### src/rtl/core/vap_pkg.sv
// shared types and constants for the volume axis projection unit
package vap_pkg;

    localparam int MAX_DIM_DEF    = 256;
    localparam int VOXEL_BITS_DEF = 16;
    localparam int ACC_BITS_DEF   = 40;

    localparam int CFG_IDX_BITS  = 3;
    localparam int CFG_DATA_BITS = 9;

    localparam logic [CFG_IDX_BITS-1:0] REG_PROJ_MODE   = 3'd0;
    localparam logic [CFG_IDX_BITS-1:0] REG_USE_MAXIMUM = 3'd1;
    localparam logic [CFG_IDX_BITS-1:0] REG_SIZE_X      = 3'd2;
    localparam logic [CFG_IDX_BITS-1:0] REG_SIZE_Y      = 3'd3;
    localparam logic [CFG_IDX_BITS-1:0] REG_SIZE_Z      = 3'd4;

    localparam logic [2:0] MODE_ALONG_Z = 3'd0;
    localparam logic [2:0] MODE_ALONG_X = 3'd1;
    localparam logic [2:0] MODE_ALONG_Y = 3'd2;
    localparam logic [2:0] MODE_ONTO_Y  = 3'd3;
    localparam logic [2:0] MODE_ONTO_X  = 3'd4;
    localparam logic [2:0] MODE_ONTO_Z  = 3'd5;

    localparam int OUT_COORD_BITS = 8;

endpackage

### src/rtl/core/vap_front.sv
// front end: position tracking and classification of each voxel word
module vap_front
    import vap_pkg::*;
#(
    parameter int MAX_DIM    = MAX_DIM_DEF,
    parameter int VOXEL_BITS = VOXEL_BITS_DEF,
    localparam int DB = $clog2(MAX_DIM),
    localparam int SB = DB + 1
) (
    input  logic                  aclk,
    input  logic                  aresetn,
    input  logic                  restart,
    input  logic [2:0]            proj_mode,
    input  logic [SB-1:0]         size_x,
    input  logic [SB-1:0]         size_y,
    input  logic [SB-1:0]         size_z,
    input  logic                  in_valid,
    output logic                  in_ready,
    input  logic [VOXEL_BITS-1:0] in_value,
    output logic                  q_valid,
    input  logic                  q_ready,
    output logic [VOXEL_BITS-1:0] q_value,
    output logic [DB-1:0]         q_u,
    output logic [DB-1:0]         q_w,
    output logic                  q_first,
    output logic                  q_done,
    output logic                  q_fold,
    output logic                  q_last
);

    logic [DB-1:0] x_reg, y_reg, z_reg, x_next, y_next, z_next;
    logic ex, ey, ez, acc;
    logic [DB-1:0] u, w;
    logic first, done, fold;

    // sizes of zero act as one, sizes above the maximum as the maximum
    function automatic logic is_end(input logic [DB-1:0] p, input logic [SB-1:0] s);
        logic [SB-1:0] e;
        begin
            e = (s == '0) ? SB'(1) : ((s > SB'(MAX_DIM)) ? SB'(MAX_DIM) : s);
            is_end = ({1'b0, p} + SB'(1)) >= e;
        end
    endfunction

    assign ex = is_end(x_reg, size_x);
    assign ey = is_end(y_reg, size_y);
    assign ez = is_end(z_reg, size_z);

    assign in_ready = !q_valid || q_ready;
    assign acc = in_valid && in_ready;

    always_comb begin
        u = '0; w = '0; first = 1'b0; done = 1'b0; fold = 1'b1;
        unique case (proj_mode)
            MODE_ALONG_Z: begin u = x_reg; w = y_reg; first = z_reg == '0; done = ez; end
            MODE_ALONG_X: begin u = y_reg; w = z_reg; first = x_reg == '0; done = ex; end
            MODE_ALONG_Y: begin u = z_reg; w = x_reg; first = y_reg == '0; done = ey; end
            MODE_ONTO_Y: begin
                u = y_reg; first = x_reg == '0 && z_reg == '0; done = ex && ez;
            end
            MODE_ONTO_X: begin
                u = x_reg; first = y_reg == '0 && z_reg == '0; done = ey && ez;
            end
            MODE_ONTO_Z: begin
                u = z_reg; first = x_reg == '0 && y_reg == '0; done = ex && ey;
            end
            default: fold = 1'b0;
        endcase
    end

    always_comb begin
        x_next = x_reg; y_next = y_reg; z_next = z_reg;
        if (!ex) begin
            x_next = x_reg + DB'(1);
        end else begin
            x_next = '0;
            if (!ey) begin
                y_next = y_reg + DB'(1);
            end else begin
                y_next = '0;
                z_next = ez ? '0 : z_reg + DB'(1);
            end
        end
    end

    always_ff @(posedge aclk) begin
        if (!aresetn || restart) begin
            x_reg <= '0; y_reg <= '0; z_reg <= '0;
        end else if (acc) begin
            x_reg <= x_next; y_reg <= y_next; z_reg <= z_next;
        end
    end

    always_ff @(posedge aclk) begin
        if (!aresetn) begin
            q_valid <= 1'b0;
        end else if (in_ready) begin
            q_valid <= in_valid;
        end
    end

    always_ff @(posedge aclk) begin
        if (acc) begin
            q_value <= in_value;
            q_u     <= u;
            q_w     <= w;
            q_first <= first;
            q_done  <= done;
            q_fold  <= fold;
            q_last  <= ex && ey && ez;
        end
    end

endmodule

### config.mk
export PLATFORM = sky130hd
export DESIGN_NAME = vap_front
export DESIGN_NICKNAME = d
export VERILOG_FILES = /design/src/rtl/core/vap_pkg.sv /design/src/rtl/core/vap_front.sv
export SDC_FILE = /design/constraint.sdc
export NUM_CORES = 1
export LEC_CHECK = 0
export ABC_AREA = 0
export BUFFER_PORTS_ARGS = -buffer_cell sky130_fd_sc_hd__buf_2
export CORE_ASPECT_RATIO = 0.75
export CORE_MARGIN = 2
export CORE_UTILIZATION = 38
export CTS_CLUSTER_SIZE = 24
export DETAILED_ROUTE_END_ITERATION = 12
export SLEW_MARGIN = 10
export SYNTH_ARGS = -nofsm -noshare
export SYNTH_HDL_FRONTEND = slang
export SYNTH_SLANG_ARGS = --single-unit
### constraint.sdc
create_clock -name aclk -period 4.35 [get_ports aclk]
set_input_delay 0.2175 -clock aclk [delete_from_list [all_inputs] [get_ports aclk]]
set_output_delay 0.2175 -clock aclk [all_outputs]
set_load 0.02 [all_outputs]
==> impl_metrics.json <==
{
  "dpl.cell_count": 607,
  "regToRegStartpoint": "x_reg[0]",
  "syn_inst": 409,
  "critPathLaunch": "x_reg[0]",
  "clk_latency_ps": 320,
  "vdd_drop_max_uv": 155.0,
  "slew_viol_final": 0,
  "ant_nets": 0,
  "synthArstFlopShare_pct": 0,
  "synth_edf_count": 36,
  "finalInstanceArea_um2": 4576,
  "power.total_mw": 1.408,
  "finalNonFillerCells": 622,
  "synth_top_flop_cell": "edfxtp_1",
  "gp_routability_congestion": 0.9472,
  "min_period_ps": 3264,
  "critPathRequiredTime_ps": 4560,
  "fp.dieW_um": 119.7,
  "yosys_warnings": 0,
  "min_path_type": "in2reg",
  "globalRouteOverflowTotal": 0,
  "num_vias": 3265,
  "synth_area_leaders": "edfxtp_1, dfxtp_1, ha_1",
  "worstPathArrival_ps": 3470,
  "core-area_um2": 9697,
  "final_cell_mix": "buf_2, nand2_1, edfxtp_1",
  "yosysSeqAreaShare_pct": 41.48,
  "largest_reg_flops": 16,
  "status": "finished clean",
  "path_max_fanout": 13,
  "start_util_pct": 39.32,
  "syn_area_per_cell_um2": 9.321,
  "cts_setup_buffers": 0,
  "rows": 31,
  "rsz0062_at_grt": "no",
  "hold_violations": 0,
  "drcViolationCount": 0,
  "die_area_um2": 10860,
  "n_antenna_cell": 0,
  "path_clk_slew_ps": 50,
  "period_share_pct": 75.04,
  "relSlewSlack_pct": 31.74,
  "synth.net_count": 493,
  "ys_types": 54,
  "ios": 89,
  "cts_tree": "done",
  "busiest_layer": "met2",
  "grt_pass1_vias": 3031,
  "grtUsageTotal_pct": 17.31,
  "syn_area_um2": 3812,
  "max_freq_ghz": 0.3063,
  "grt_pass1_wl_um": 15070,
  "cts_made_buffers": 9,
  "use_met2_pct": 25.52,
  "final_net_count": 570,
  "dr.pass1.iters": 7,
  "syn2layout_area_growth_pct": 20.02,
  "first_iter_violations": 261,
  "cts_resized": 0,
  "viasPerCell": 5.249,
  "synth.top_cell.area_share_pct": 28.36,
  "ys_ff_latch": 61,
  "top_register": "q_value",
  "htreeDepth": 3,
  "place_hpwl_um": 6913,
  "crit_path_end_kind": "register",
  "finalSetupTns_ps": 0,
  "min-delay-start": "in_value[9]",
  "power_density_nw_per_um2": 307.8,
  "clk_path_buf_depth": 2,
  "worst_clock_skew_ps": 7.090,
  "max_cap_viol_count": 0,
  "tightest_slew_ps": 1024,
  "cts.sinks": 61,
  "pre_cts_ws_ps": 1161,
  "die_height_um": 90.75,
  "post-route-util_pct": 47.19,
  "dpl-instance-area_um2": 4319,
  "grt_antenna_before_repair": 0,
  "drive_gt1_share_pct": 23.47,
  "wl_per_cell_um": 14.85,
  "grt_max_degree": 46,
  "holdBufCountCts": 0,
  "hold_ws_ps": 73.56,
  "cts-root-buf": "clkbuf_16",
  "met1_usage_pct": 24.76,
  "fin_ws_ps": 1086,
  "leakage_nw": 2.054,
  "portBuffers": 88,
  "final_common_cell": "buf_2",
  "synth_area_leader_cell": "edfxtp_1",
  "setup_violations": 0,
  "crit_path_start_kind": "register",
  "wirelength_um": 9235,
  "met3_usage_pct": 3.851,
  "crit_type": "reg2reg"
}
-- logic make-up (layout without fill, tap and decap cells) --
group,Yosys count,count (layout),synth area share (%)
xor+xnor,18,18,4.135
fa+ha+maj,33,33,10.83
compound gates,84,84,15.95
buf+inv,48,129,5.251
flops,61,61,41.48
mux,8,8,2.101
simple gates,157,157,20.25
-- layer usage --
metal  share of wire (%)  vias to the layer above
li1                    -                     1637
met1                  50                     1487
met2                  42                      128
met3                 7.0                       13
met4                 1.6                        0
met5                   0                        -
-- power breakdown --
| group | total, mW | switching [mW] | internal [mW] |
|---|---|---|---|
| Clock | 0.614 | 0.240 | 0.374 |
| Sequential | 0.639 | 0.00534 | 0.634 |
| Combinational | 0.155 | 0.102 | 0.0530 |
| Total | 1.41 | 0.348 | 1.06 |
-- synth_stat cells (5+ instances only) --
| cell type | number |
|---|---|
| buf_2 | 6 |
| nand2_1 | 47 |
| a21oi_1 | 32 |
| nor3b_1 | 5 |
| inv_1 | 21 |
| nand3_1 | 19 |
| xor2_1 | 9 |
| nor3_1 | 13 |
| mux2i_1 | 8 |
| a222oi_1 | 8 |
| a32o_1 | 5 |
| and3_1 | 10 |
| dfxtp_1 | 25 |
| nor2_1 | 34 |
| clkbuf_1 | 13 |
| ha_1 | 33 |
| o21bai_1 | 5 |
| edfxtp_1 | 36 |
| o21ai_0 | 11 |
| xnor2_1 | 9 |
-- final cells by class --
| cell class | instances | area (um^2) |
|---|---|---|
| multi-input cells | 300 | 2031 |
| inverters | 25 | 93.84 |
| clock inverters | 6 | 31.28 |
| repair buffers | 89 | 447.9 |
| well taps | 132 | 165.2 |
| clock buffers | 9 | 225.2 |
| flip-flops and latches | 61 | 1582 |
| fillers | 924 | 5121 |
-- worst max-delay path: stages (launching register included) --
cell,delay [ps]
dfxtp_1,450
ha_1,300
nand2_1,80
nor2_1,250
xor2_1,120
ha_1,310
and4_1,220
o211ai_2,130
o221ai_4,420
o211ai_2,350
o21bai_1,260
a32o_1,260
-- worst paths after layout --
| path | end | slack [ps] | cells after the start |
|---|---|---|---|
| setup reg to reg | z_reg[4] | 1090 | 11 |
| hold reg to reg | q_valid | 560 | 2 |
| setup / recovery | z_reg[4] | 1090 | 11 |
| hold / removal | q_value[9] | 70 | 1 |
Power figures use the tool's default switching activity.
